$ cat src/hdl/two_queue_admission_lru_assert.svh
// Assertion macros shared by the two-queue admission block.
`ifndef TWO_QUEUE_ADMISSION_LRU_ASSERT_SVH
`define TWO_QUEUE_ADMISSION_LRU_ASSERT_SVH
`ifndef SYNTH
// Check that the consequent holds in the same cycle as the antecedent.
`define TQA_ASSERT_IMP(lbl, clk, rst_n, ante, cons) \
	lbl: assert property (@(posedge clk) disable iff (!rst_n) (ante) |-> (cons)) \
		else $error("two_queue_admission_lru: same-cycle check failed");
// Check that the consequent holds in the cycle after the antecedent.
`define TQA_ASSERT_NXT(lbl, clk, rst_n, ante, cons) \
	lbl: assert property (@(posedge clk) disable iff (!rst_n) (ante) |=> (cons)) \
		else $error("two_queue_admission_lru: next-cycle check failed");
`else
`define TQA_ASSERT_IMP(lbl, clk, rst_n, ante, cons)
`define TQA_ASSERT_NXT(lbl, clk, rst_n, ante, cons)
`endif
`endif

$ cat src/hdl/tqa_pkg.sv
package tqa_pkg;

	localparam int KEY_W   = 32;
	localparam int LIMIT_W = 5;
	localparam int APB_AW  = 3;
	localparam int APB_DW  = 32;

	localparam logic [LIMIT_W-1:0] LIMIT_RESET = 5'd16;

	// Register index, taken from paddr[2]
	localparam logic REG_QUEUE_LIMIT = 1'b0;

	// Per-queue update operation
	typedef enum logic [1:0] {
		OP_HOLD,
		OP_PUSH,
		OP_MOVE,
		OP_REMOVE
	} tqa_op_t;

	typedef enum logic {
		ST_IDLE,
		ST_UPDATE
	} tqa_state_t;

	// Commands from controller to datapath
	typedef struct packed {
		logic    capture;
		logic    update;
		tqa_op_t prob_op;
		tqa_op_t main_op;
	} tqa_cmd_t;

	// Status from datapath to controller
	typedef struct packed {
		logic prob_found;
		logic main_found;
	} tqa_status_t;

	// Commands to one queue of cells
	typedef struct packed {
		logic    capture;
		logic    update;
		tqa_op_t op;
	} tqa_cell_cmd_t;

endpackage

$ cat src/hdl/two_queue_admission_lru.sv
// Channel   Handshake                     Payload
// request   key_valid / key_ready         key, last_of_batch
// result    result_valid / result_ready   promoted, main_hit, main_evict_valid,
//                                         main_evict_key, probation_evict_valid,
//                                         probation_evict_key, batch_done
// config    psel / penable / pready       paddr, pwrite, pwdata, prdata
//
// Each key is accepted in the idle state, where it is compared against every cell of
// both queues; in the update state the cells shift and the result register loads.
// A new key is taken only after the previous key's update; a key is accepted even
// while the previous result waits, and its update stalls until that result goes.
// Reset clears both counts and sets queue_limit to 16; cells need no clearing.

`include "two_queue_admission_lru_assert.svh"

module two_queue_admission_lru #(
	parameter int QUEUE_DEPTH = 16
) (
	input  logic                               clk,
	input  logic                               arst_n,
	input  logic                               key_valid,
	output logic                               key_ready,
	input  logic signed [tqa_pkg::KEY_W-1:0]   key,
	input  logic                               last_of_batch,
	output logic                               result_valid,
	input  logic                               result_ready,
	output logic                               promoted,
	output logic                               main_hit,
	output logic                               main_evict_valid,
	output logic signed [tqa_pkg::KEY_W-1:0]   main_evict_key,
	output logic                               probation_evict_valid,
	output logic signed [tqa_pkg::KEY_W-1:0]   probation_evict_key,
	output logic                               batch_done,
	input  logic                               psel,
	input  logic                               penable,
	input  logic                               pwrite,
	input  logic [tqa_pkg::APB_AW-1:0]         paddr,
	input  logic [tqa_pkg::APB_DW-1:0]         pwdata,
	output logic [tqa_pkg::APB_DW-1:0]         prdata,
	output logic                               pready
);

	logic [tqa_pkg::LIMIT_W-1:0] limit_q;
	logic                        reg_sel;
	tqa_pkg::tqa_cmd_t           ctrl_cmd;
	tqa_pkg::tqa_status_t        dp_status;

	// Configuration register
	assign pready  = 1'b1;
	assign reg_sel = (paddr[2] == tqa_pkg::REG_QUEUE_LIMIT);

	always_ff @(posedge clk or negedge arst_n) begin
		if (!arst_n) begin
			limit_q <= tqa_pkg::LIMIT_RESET;
		end else if (psel && penable && pwrite && pready && reg_sel) begin
			limit_q <= pwdata[tqa_pkg::LIMIT_W-1:0];
		end
	end

	assign prdata = reg_sel ? tqa_pkg::APB_DW'(limit_q) : '0;

	tqa_ctrl u_ctrl (
		.clk          (clk),
		.arst_n       (arst_n),
		.key_valid    (key_valid),
		.key_ready    (key_ready),
		.result_valid (result_valid),
		.result_ready (result_ready),
		.status       (dp_status),
		.cmd          (ctrl_cmd)
	);

	tqa_dp #(
		.DEPTH (QUEUE_DEPTH)
	) u_dp (
		.clk                   (clk),
		.arst_n                (arst_n),
		.cmd                   (ctrl_cmd),
		.status                (dp_status),
		.key                   (key),
		.last_of_batch         (last_of_batch),
		.queue_limit           (limit_q),
		.promoted              (promoted),
		.main_hit              (main_hit),
		.main_evict_valid      (main_evict_valid),
		.main_evict_key        (main_evict_key),
		.probation_evict_valid (probation_evict_valid),
		.probation_evict_key   (probation_evict_key),
		.batch_done            (batch_done)
	);

	// A request occupies the block for its update cycle
	`TQA_ASSERT_NXT(a_busy_after_accept, clk, arst_n, key_valid && key_ready, !key_ready)
	// A result only appears after an update
	`TQA_ASSERT_IMP(a_result_from_update, clk, arst_n, $rose(result_valid), $past(ctrl_cmd.update))
	// Promotion never drops a probation entry
	`TQA_ASSERT_IMP(a_promote_no_drop, clk, arst_n, result_valid && promoted, !probation_evict_valid && (probation_evict_key == '0))
	// Without promotion the main queue is untouched
	`TQA_ASSERT_IMP(a_main_needs_promote, clk, arst_n, result_valid && !promoted, !main_hit && !main_evict_valid)

endmodule

$ cat src/hdl/tqa_cells.sv
module tqa_cells #(
	parameter int DEPTH = 16,
	parameter int CW    = 5
) (
	input  logic                        clk,
	input  logic                        arst_n,
	input  tqa_pkg::tqa_cell_cmd_t      cmd,
	input  logic [tqa_pkg::KEY_W-1:0]   probe_key,
	input  logic [tqa_pkg::KEY_W-1:0]   push_key,
	input  logic [CW-1:0]               limit,
	output logic                        found,
	output logic                        drop_valid,
	output logic [tqa_pkg::KEY_W-1:0]   drop_key
);

	logic [tqa_pkg::KEY_W-1:0] cell_q [DEPTH];
	logic [tqa_pkg::KEY_W-1:0] cell_d [DEPTH];
	logic [CW-1:0]             count_q;
	logic [DEPTH-1:0]          match;
	logic [CW-1:0]             match_idx;
	logic [CW-1:0]             idx_s1;
	logic                      found_s1;
	logic                      full;

	// Compare the probe key against every occupied cell
	always_comb begin
		for (int i = 0; i < DEPTH; i++) begin
			match[i] = (CW'(i) < count_q) && (cell_q[i] == probe_key);
		end
	end

	// Encode the match position; keys are unique within a queue
	always_comb begin
		match_idx = '0;
		for (int i = 0; i < DEPTH; i++) begin
			if (match[i]) begin
				match_idx = match_idx | CW'(i);
			end
		end
	end

	// Hold the search result for the update cycle
	always_ff @(posedge clk or negedge arst_n) begin
		if (!arst_n) begin
			found_s1 <= 1'b0;
			idx_s1   <= '0;
		end else if (cmd.capture) begin
			found_s1 <= |match;
			idx_s1   <= match_idx;
		end
	end

	assign found = found_s1;

	// Queue at its limit drops the last entry on a push
	assign full       = (count_q >= limit) && (count_q != '0);
	assign drop_valid = (cmd.op == tqa_pkg::OP_PUSH) && full;

	// Pick the last occupied cell
	always_comb begin
		drop_key = '0;
		for (int i = 0; i < DEPTH; i++) begin
			if (CW'(i + 1) == count_q) begin
				drop_key = drop_key | cell_q[i];
			end
		end
	end

	// Next value of each cell: shift toward the back or close a gap
	for (genvar j = 0; j < DEPTH; j++) begin : g_cell
		localparam logic [CW-1:0] JC = CW'(j);
		localparam logic [CW-1:0] JN = CW'(j + 1);
		logic [tqa_pkg::KEY_W-1:0] prev_key;
		logic [tqa_pkg::KEY_W-1:0] next_key;

		if (j == 0) begin : g_head
			assign prev_key = push_key;
		end else begin : g_body
			assign prev_key = cell_q[j-1];
		end

		if (j == DEPTH - 1) begin : g_tail
			assign next_key = cell_q[j];
		end else begin : g_mid
			assign next_key = cell_q[j+1];
		end

		always_comb begin
			cell_d[j] = cell_q[j];
			case (cmd.op)
				tqa_pkg::OP_PUSH: begin
					if ((j == 0) || (JC < count_q) || ((JC == count_q) && !full)) begin
						cell_d[j] = prev_key;
					end
				end
				tqa_pkg::OP_MOVE: begin
					if (JC <= idx_s1) begin
						cell_d[j] = prev_key;
					end
				end
				tqa_pkg::OP_REMOVE: begin
					if ((JC >= idx_s1) && (JN < count_q)) begin
						cell_d[j] = next_key;
					end
				end
				default: begin
				end
			endcase
		end
	end

	// Cell storage
	always_ff @(posedge clk) begin
		if (cmd.update) begin
			cell_q <= cell_d;
		end
	end

	// Occupancy count
	always_ff @(posedge clk or negedge arst_n) begin
		if (!arst_n) begin
			count_q <= '0;
		end else if (cmd.update) begin
			case (cmd.op)
				tqa_pkg::OP_PUSH: begin
					if (!full) begin
						count_q <= count_q + CW'(1);
					end
				end
				tqa_pkg::OP_REMOVE: begin
					count_q <= count_q - CW'(1);
				end
				default: begin
				end
			endcase
		end
	end

endmodule

$ cat src/hdl/tqa_dp.sv
module tqa_dp #(
	parameter int DEPTH = 16
) (
	input  logic                              clk,
	input  logic                              arst_n,
	input  tqa_pkg::tqa_cmd_t                 cmd,
	output tqa_pkg::tqa_status_t              status,
	input  logic signed [tqa_pkg::KEY_W-1:0]  key,
	input  logic                              last_of_batch,
	input  logic [tqa_pkg::LIMIT_W-1:0]       queue_limit,
	output logic                              promoted,
	output logic                              main_hit,
	output logic                              main_evict_valid,
	output logic signed [tqa_pkg::KEY_W-1:0]  main_evict_key,
	output logic                              probation_evict_valid,
	output logic signed [tqa_pkg::KEY_W-1:0]  probation_evict_key,
	output logic                              batch_done
);

	localparam int CW = $clog2(DEPTH + 1);
	localparam int LW = (CW > tqa_pkg::LIMIT_W) ? CW : tqa_pkg::LIMIT_W;

	logic [tqa_pkg::KEY_W-1:0] key_q;
	logic                      batch_q;
	logic [LW-1:0]             lim_ext;
	logic [LW-1:0]             lim_eff;
	logic [CW-1:0]             lim_c;
	tqa_pkg::tqa_cell_cmd_t    prob_cmd;
	tqa_pkg::tqa_cell_cmd_t    main_cmd;
	logic                      prob_found;
	logic                      main_found;
	logic                      prob_drop;
	logic                      main_drop;
	logic [tqa_pkg::KEY_W-1:0] prob_drop_key;
	logic [tqa_pkg::KEY_W-1:0] main_drop_key;

	// Clamp the limit to one through the queue depth
	assign lim_ext = LW'(queue_limit);
	always_comb begin
		if (lim_ext == '0) begin
			lim_eff = LW'(1);
		end else if (lim_ext > LW'(DEPTH)) begin
			lim_eff = LW'(DEPTH);
		end else begin
			lim_eff = lim_ext;
		end
	end
	assign lim_c = lim_eff[CW-1:0];

	// Latch the request
	always_ff @(posedge clk) begin
		if (cmd.capture) begin
			key_q   <= key;
			batch_q <= last_of_batch;
		end
	end

	assign prob_cmd = '{capture: cmd.capture, update: cmd.update, op: cmd.prob_op};
	assign main_cmd = '{capture: cmd.capture, update: cmd.update, op: cmd.main_op};

	tqa_cells #(
		.DEPTH (DEPTH),
		.CW    (CW)
	) u_prob (
		.clk        (clk),
		.arst_n     (arst_n),
		.cmd        (prob_cmd),
		.probe_key  (key),
		.push_key   (key_q),
		.limit      (lim_c),
		.found      (prob_found),
		.drop_valid (prob_drop),
		.drop_key   (prob_drop_key)
	);

	tqa_cells #(
		.DEPTH (DEPTH),
		.CW    (CW)
	) u_main (
		.clk        (clk),
		.arst_n     (arst_n),
		.cmd        (main_cmd),
		.probe_key  (key),
		.push_key   (key_q),
		.limit      (lim_c),
		.found      (main_found),
		.drop_valid (main_drop),
		.drop_key   (main_drop_key)
	);

	assign status = '{prob_found: prob_found, main_found: main_found};

	// Load the result register
	always_ff @(posedge clk) begin
		if (cmd.update) begin
			promoted              <= prob_found;
			main_hit              <= prob_found && main_found;
			main_evict_valid      <= main_drop;
			main_evict_key        <= main_drop ? main_drop_key : '0;
			probation_evict_valid <= prob_drop;
			probation_evict_key   <= prob_drop ? prob_drop_key : '0;
			batch_done            <= batch_q;
		end
	end

endmodule

$ cat src/hdl/tqa_ctrl.sv
module tqa_ctrl (
	input  logic                 clk,
	input  logic                 arst_n,
	input  logic                 key_valid,
	output logic                 key_ready,
	output logic                 result_valid,
	input  logic                 result_ready,
	input  tqa_pkg::tqa_status_t status,
	output tqa_pkg::tqa_cmd_t    cmd
);

	tqa_pkg::tqa_state_t state_q;
	tqa_pkg::tqa_state_t state_d;
	logic                result_valid_q;
	logic                slot_free;

	// Result register can take a new result this cycle
	assign slot_free = !result_valid_q || result_ready;

	// Next state and commands
	always_comb begin
		state_d     = state_q;
		key_ready   = 1'b0;
		cmd.capture = 1'b0;
		cmd.update  = 1'b0;
		cmd.prob_op = tqa_pkg::OP_HOLD;
		cmd.main_op = tqa_pkg::OP_HOLD;
		case (state_q)
			tqa_pkg::ST_IDLE: begin
				key_ready = 1'b1;
				if (key_valid) begin
					cmd.capture = 1'b1;
					state_d     = tqa_pkg::ST_UPDATE;
				end
			end
			tqa_pkg::ST_UPDATE: begin
				if (slot_free) begin
					cmd.update = 1'b1;
					state_d    = tqa_pkg::ST_IDLE;
					if (status.prob_found) begin
						cmd.prob_op = tqa_pkg::OP_REMOVE;
						cmd.main_op = status.main_found ? tqa_pkg::OP_MOVE : tqa_pkg::OP_PUSH;
					end else begin
						cmd.prob_op = tqa_pkg::OP_PUSH;
					end
				end
			end
			default: begin
				state_d = tqa_pkg::ST_IDLE;
			end
		endcase
	end

	// State and result-valid registers
	always_ff @(posedge clk or negedge arst_n) begin
		if (!arst_n) begin
			state_q        <= tqa_pkg::ST_IDLE;
			result_valid_q <= 1'b0;
		end else begin
			state_q <= state_d;
			if (cmd.update) begin
				result_valid_q <= 1'b1;
			end else if (result_ready) begin
				result_valid_q <= 1'b0;
			end
		end
	end

	assign result_valid = result_valid_q;

endmodule
$ cat config.mk
export PLATFORM = sky130hd
export DESIGN_NAME = two_queue_admission_lru
export DESIGN_NICKNAME = d
export VERILOG_FILES = /design/src/hdl/tqa_pkg.sv /design/src/hdl/two_queue_admission_lru.sv /design/src/hdl/tqa_cells.sv /design/src/hdl/tqa_dp.sv /design/src/hdl/tqa_ctrl.sv
export VERILOG_INCLUDE_DIRS = /design/src /design/src/hdl
export SDC_FILE = /design/constraint.sdc
export NUM_CORES = 2
export LEC_CHECK = 0
export BUFFER_PORTS_ARGS = -buffer_cell sky130_fd_sc_hd__buf_2
export CAP_MARGIN = 30
export CORE_AREA = 5 5 404 406
export DETAILED_ROUTE_END_ITERATION = 6
export DIE_AREA = 0 0 409 411
export PLACE_DENSITY = 0.55
export SETUP_SLACK_MARGIN = 0.3
export SLEW_MARGIN = 20
export SYNTH_ARGS = -nofsm -noshare
export SYNTH_HDL_FRONTEND = slang
export SYNTH_SLANG_ARGS = --single-unit
$ cat constraint.sdc
create_clock -name clk -period 9.3 [get_ports clk]
set_clock_uncertainty 0.15 [all_clocks]
set_input_delay 0.93 -clock clk [delete_from_list [all_inputs] [get_ports clk]]
set_output_delay 0.93 -clock clk [all_outputs]
set_load 0.02 [all_outputs]
### Yosys cells after proc, flatten, opt, wreduce, memory -nomap -nowiden

Cells that the tools add are included.

* flip-flop bits (word level): 1155
* input port bits: 75
* output and inout bits: 104
* word-level logic and storage cells: 732

* add/sub/neg operators: 4
* $lt $le $gt $ge: 97
* equality and inequality tests: 164
* multiplexer cells: 205
* bitwise gates (word level): 32
* reductions and logical operators: 180

Operators by type and width (count)
* 2-to-1 mux 32 bit: 124
* case mux 32 bit (3 select lines): 30
* equality test 32 bit: 32
* OR 32 bit: 30
* AND reduction 5 bit: 28
* inequality test 2 bit, second input constant: 64
* case mux 32 bit (2 select lines): 2
* logical AND 1 bit: 100
* equality test 4 x 5 -> 1 bit, first input constant: 16
* <= comparator 4 x 5 -> 1 bit, first input constant: 16
* < comparator 4 x 5 -> 1 bit, first input constant: 16
* >= comparator 4 x 5 -> 1 bit, first input constant: 14
* 2-to-1 mux 4 bit: 16
* inequality test 2 x 1 -> 1 bit, second input constant: 30
* equality test 3 x 5 -> 1 bit, first input constant: 8
* >= comparator 3 x 5 -> 1 bit, first input constant: 8
* <= comparator 3 x 5 -> 1 bit, first input constant: 8
* < comparator 3 x 5 -> 1 bit, first input constant: 8
* 2-to-1 mux 5 bit: 7
* OR reduction 16 bit: 2
* logical OR 1 bit: 31
* 2-to-1 mux 3 bit: 8
* equality test 2 x 5 -> 1 bit, first input constant: 4
* >= comparator 1 x 5 -> 1 bit, first input constant: 4
* 25 further kinds: 76

### Longest topological paths before layout

* word-level depth: 32
* gate-level depth with buffers: 15
* gate-level depth less buffers: 12

### Cells and area by module

A second synthesis with hierarchy kept.

* cells, all modules: 5030
* area, all modules: 67005.5 sq um

By module, submodules not included
* tqa_cells (u_dp.u_main): times used 1, cells each 2392, area each 31604.1 sq um
* tqa_cells (u_dp.u_prob): times used 1, cells each 2397, area each 31257.5 sq um
* tqa_dp: times used 1, cells each 182, area each 3544.6 sq um
* two_queue_admission_lru: times used 1, cells each 46, area each 467.9 sq um
* tqa_ctrl: times used 1, cells each 13, area each 131.4 sq um

### Worst setup path before layout

No wires, ideal clock.

* path type: in2reg
* from: in result_ready
* to: reg u_dp.u_main.cell_q, in the netlist u_dp.u_main.g_cell[13].next_key[0] (enable)
* library setup time: 0.594 ns
* arrival: 9.804 ns
* required time: 8.556 ns
* setup slack: -1.248 ns
* stages: 11
* cells stage by stage: nand2b_1 > nand2_1 > inv_1 > clkbuf_1 > nand2_1 > nor2_1 > inv_1 > ha_1 > nand2b_1 > clkbuf_1 > a2111oi_0

* word-level cells in the longest chain between the ends: 6
* elaborated cells on any way between the ends: 11
* those cells by class: 6 x eq/ne; 2 x mux; 3 x reduce/logical

Ends and longest elaborated chain
* start: declaration: line two_queue_admission_lru.sv:26 `input logic result_ready,`
* logical OR 1 bit (*): line tqa_ctrl.sv:18 `assign slot_free = !result_valid_q || result_ready;`
* 2-to-1 mux 5 bit (*): line tqa_ctrl.sv:37 `if (slot_free) begin`
* 2-to-1 mux 5 bit (*): line tqa_ctrl.sv:28 `case (state_q)`
* equality test 2 bit or equality test 2 x 1 -> 1 bit (tied branches): line tqa_cells.sv:90 `case (cmd.op)`
* inequality test 2 bit (no source line) (tied with other cells)
* AND reduction 5 bit (no source line) (*)
* end signal: assignment: line tqa_cells.sv:115 `cell_q <= cell_d;`
* end: declaration: line tqa_cells.sv:16 `logic [tqa_pkg::KEY_W-1:0] cell_q [DEPTH];`

Mark *: on every way between the ends. The rest lies on a longest branch, timed or not.
A chain may end at the register's enable or synchronous reset.

### Final worst setup path

* from: reg u_ctrl.result_valid_q, in the netlist u_ctrl.result_valid
* to: reg u_dp.u_main.cell_q, in the netlist u_dp.u_main.g_cell[11].prev_key[18] (enable)

* word-level cells in the longest chain between the ends: 7
* elaborated cells on any way between the ends: 12
* those cells by class: 6 x eq/ne; 2 x mux; 4 x reduce/logical

Ends and longest elaborated chain
* start: declaration: line tqa_ctrl.sv:14 `logic result_valid_q;`
* start signal: assignment: line tqa_ctrl.sv:58 `result_valid_q <= 1'b0;`
* start signal: assignment: line tqa_ctrl.sv:62 `result_valid_q <= 1'b1;`
* start signal: assignment: line tqa_ctrl.sv:64 `result_valid_q <= 1'b0;`
* zero test 1 bit (*): line tqa_ctrl.sv:18
* logical OR 1 bit (*): line tqa_ctrl.sv:18
* 2-to-1 mux 5 bit (*): line tqa_ctrl.sv:37
* 2-to-1 mux 5 bit (*): line tqa_ctrl.sv:28
* equality test 2 bit or equality test 2 x 1 -> 1 bit (tied branches): line tqa_cells.sv:90
* inequality test 2 bit (no source line) (tied with other cells)
* AND reduction 5 bit (no source line) (*)

Marks and branches as above.

==> flow_summary.json <==
{
  "io_buffers": 121,
  "timing.final.crit_share": 0.6138,
  "synth_mux_area_frac": 0.1633,
  "setup_violations": 0,
  "gp_routability_congestion": 1.035,
  "cp.arrival_ps": 5990,
  "drt-total-wl_mm": 303.5,
  "fp.coreArea_sq_um": 159500,
  "netlist_instances": 4977,
  "min_path_type": "in -> async",
  "cp_data_required_time_ps": 9580,
  "yosysWarnings": 0,
  "worst-setup-path-type": "reg -> reg",
  "gr-total-overflow": 0,
  "cts_tree": "yes",
  "path_clk_slew_ps": 60,
  "status": "complete, but fails checks",
  "path_delay_family": "simple AND/OR/NAND/NOR gates",
  "ys_ff_latch": 1153,
  "synth_compound_area_frac": 0.08158,
  "antenna_found_initial": 7,
  "drc": 16,
  "postCtsSetupRepairBufs": 0,
  "multi_input_area_sq_um": 30070,
  "fillers": 14490,
  "start_util": 0.4159,
  "peakVddDrop_v": 0.0002473,
  "worstMarginPinSlew_ps": 1138,
  "chipHeight_um": 411,
  "post_synth_num_cell_types": 64,
  "htree_levels": 4,
  "ys_seq_area_frac": 0.5200,
  "critPathBufInv": 4,
  "setup_slack_ps": 3592,
  "ant_nets": 0,
  "tns_ps": 0,
  "final_core_util": 0.4616,
  "grtUsageTotal": 0.3480,
  "grt_max_degree": 200,
  "syn_area_sq_um": 66320,
  "crit_fanout": 39,
  "violations": "DRC",
  "holdBufCountCts": 0,
  "ioPinCount": 179,
  "dp_hpwl_mm": 211.7,
  "seq_area_sq_um": 34490,
  "drive_gt1_frac": 0.2920,
  "cts.path.max_buffers": 3,
  "synth_edf_count": 1126,
  "rsz0062_at_grt": "false",
  "power_density_nw_per_um2": 334.5,
  "p_leak_nw": 23.56,
  "vias": 48050,
  "vias_per_cell": 6.679,
  "dieArea_sq_um": 168100,
  "final_max_slew_viol_count": 0,
  "drtIter0Drc": 7653,
  "synth_area_leader_cell": "edfxtp_1",
  "syn2layout_area_growth_pct": 11.00,
  "pre_cts_ws_ps": 2930,
  "wl_per_cell_um": 42.19,
  "drt_pass1_iterations": 7,
  "async_flop_share": 0.02342,
  "grt_pass1_wl_mm": 405.1,
  "cts_buffers": 137,
  "drv_cap": 0,
  "layout.nets": 5092,
  "rows": 147,
  "path_cells": "nand2b_1 > nand2_2 > buf_4 > inv_4 > nand2_1 > nor2_1 > inv_1 > ha_1 > nand2b_1 > a221o_1 > a31oi_4 > buf_4",
  "clock_latency_ps": 790,
  "slew_headroom": 0.2342,
  "synthSimpleGateAreaFrac": 0.05807,
  "layout_min_cycle_time_ps": 5708,
  "grt_pass1_vias": 45730,
  "synthAdderAreaFrac": 0.004528,
  "ys.flop_type": "edfxtp_1",
  "yosys.area_share.xor_xnor": 0.1363,
  "synth_top_area_frac": 0.5098,
  "synth_top_family_by_area": "multiplexers",
  "syn_area_per_cell_sq_um": 13.33,
  "clock_sink_count": 1153,
  "worstSetupEndpointType": "flop",
  "whs_ps": 74.12,
  "cp_slowest_cell": "a31oi_4",
  "die-width_um": 409,
  "max_stage_delay_ps": 780,
  "max_freq_mhz": 175.2,
  "ctsResizeCount": 0,
  "cts-root-buf": "clkbuf_16",
  "cp-start-kind": "flop",
  "synth_area_leaders": "edfxtp_1, mux2_2, xor2_1, xnor2_1, a221oi_1",
  "hold_viol": 0
}
==> metrics by stage <==
step | power [mW] | cell area, sq um | std cells
after CTS | 24.32 | 73500 | 7186
final | 24.62 | 73610 | 7195
after global placement | 18.62 | 68810 | 6920
after floorplan | 14.35 | 66420 | 5003
after global routing | 25.08 | 73610 | 7193
after detailed placement | 18.74 | 68960 | 6933
==> flip-flops by register name (all words and copies together), names as in the netlist, 4 cells and up <==
name	count
u_dp.u_prob.count_q	5
u_dp.u_prob.idx_s1	4
u_dp.u_main.g_cell.prev_key	96
u_dp.u_main.g_cell.next_key	416
limit_q	5
u_dp.key_q	32
u_dp.u_main.idx_s1	4
u_dp.u_prob.g_cell.prev_key	96
u_dp.u_main.count_q	5
u_dp.main_evict_key	32
u_dp.u_prob.g_cell.next_key	416
u_dp.probation_evict_key	32
==> report_power, final <==
group | internal [mW] | leakage, nW | switching, mW
Sequential | 8.10 | 10.7 | 2.15
Clock | 3.29 | 2.22 | 2.31
Combinational | 3.07 | 10.6 | 5.70
Total | 14.5 | 23.6 | 10.2
==> layout make-up <==
cell class / count / share of cell area
Timing Repair Buffer: 264 / 0.02482
Clock inverter: 67 / 0.009467
Sequential cell: 1153 / 0.4685
Tap cell: 2086 / 0.03546
Multi-Input combinational cell: 3419 / 0.4085
Clock buffer: 186 / 0.05221
Inverter: 18 / 0.0009518
Antenna cell: 2 / 0.00006799
==> layer usage <==
metal,global-route usage,part of all wire,vias to the layer above
li1,-,-,19260
met1,0.4355,0.37,24610
met2,0.5366,0.44,3368
met3,0.06205,0.090,810
met4,0.2677,0.096,0
met5,0,0,-
==> synth_stat cells (4+ instances only) <==
cell,n
o211ai_1,4
xnor2_1,511
or3_1,5
a21o_1,11
a22oi_1,134
a21oi_1,30
nor3b_2,4
and2_1,11
nand2_1,126
nor3_2,7
buf_1,6
o31ai_1,7
mux2_2,961
nor2b_1,7
buf_6,45
nand3_1,48
a31oi_1,66
xor2_1,521
a221oi_1,158
a211oi_1,17
or4_1,4
nor2_1,70
o41ai_1,4
inv_1,17
clkbuf_1,140
buf_2,159
and3_1,30
nand4_1,164
nor4_1,152
nand2b_1,19
a222oi_1,64
edfxtp_1,1126
a2111oi_0,5
dfrtp_1,26
a22o_1,125
nor3_1,31
buf_4,63
nor3b_1,4
o21ai_0,29
ha_1,24
==> logic make-up after synthesis <==
| family | count (synthesis) |
|---|---|
| flops | 1153 |
| xor+xnor | 1032 |
| mux | 962 |
| simple gates | 696 |
| compound gates | 677 |
| buf+inv | 431 |
| fa+ha+maj | 24 |
| other cells | 2 |
==> layout by cell type (no fill, tap or decap), types with 29 or more instances in the layout <==
cell and count:
nor2_1 62, buf_4 123, a22oi_1 134, buf_2 127, nor3_1 31, mux2_2 961
clkbuf_16 146, a221oi_1 157, nand2_1 125, xnor2_1 511, nand4_1 164, a222oi_1 64
edfxtp_1 1126, nor4_1 150, o21ai_0 29, clkbuf_1 36, a31oi_1 58, a22o_1 125
nand3_1 48, xor2_1 521
==> worst register-to-register path, stage by stage (launching register included) <==
cell	delay, ps
dfrtp_1	370
nand2b_1	120
nand2_2	60
buf_4	290
inv_4	620
nand2_1	770
nor2_1	510
inv_1	110
ha_1	210
nand2b_1	370
a221o_1	440
a31oi_4	780
buf_4	540
==> final timing paths <==
check | slack (ps) | end | depth (start not counted) | start
max reg2reg | 3590 | u_dp.u_main.g_cell[11].prev_key[18] | 12 | u_ctrl.result_valid
max in group asynchronous | 8390 | u_dp.u_prob.found | 1 | arst_n
min in group clk | 190 | u_dp.batch_q | 1 | last_of_batch
min reg2reg | 270 | u_dp.batch_done | 0 | u_dp.batch_q
min | 70 | u_ctrl.result_valid | 1 | arst_n
max | 3590 | u_dp.u_main.g_cell[11].prev_key[18] | 12 | u_ctrl.result_valid
Note: power is estimated with default switching activity, not from simulation.
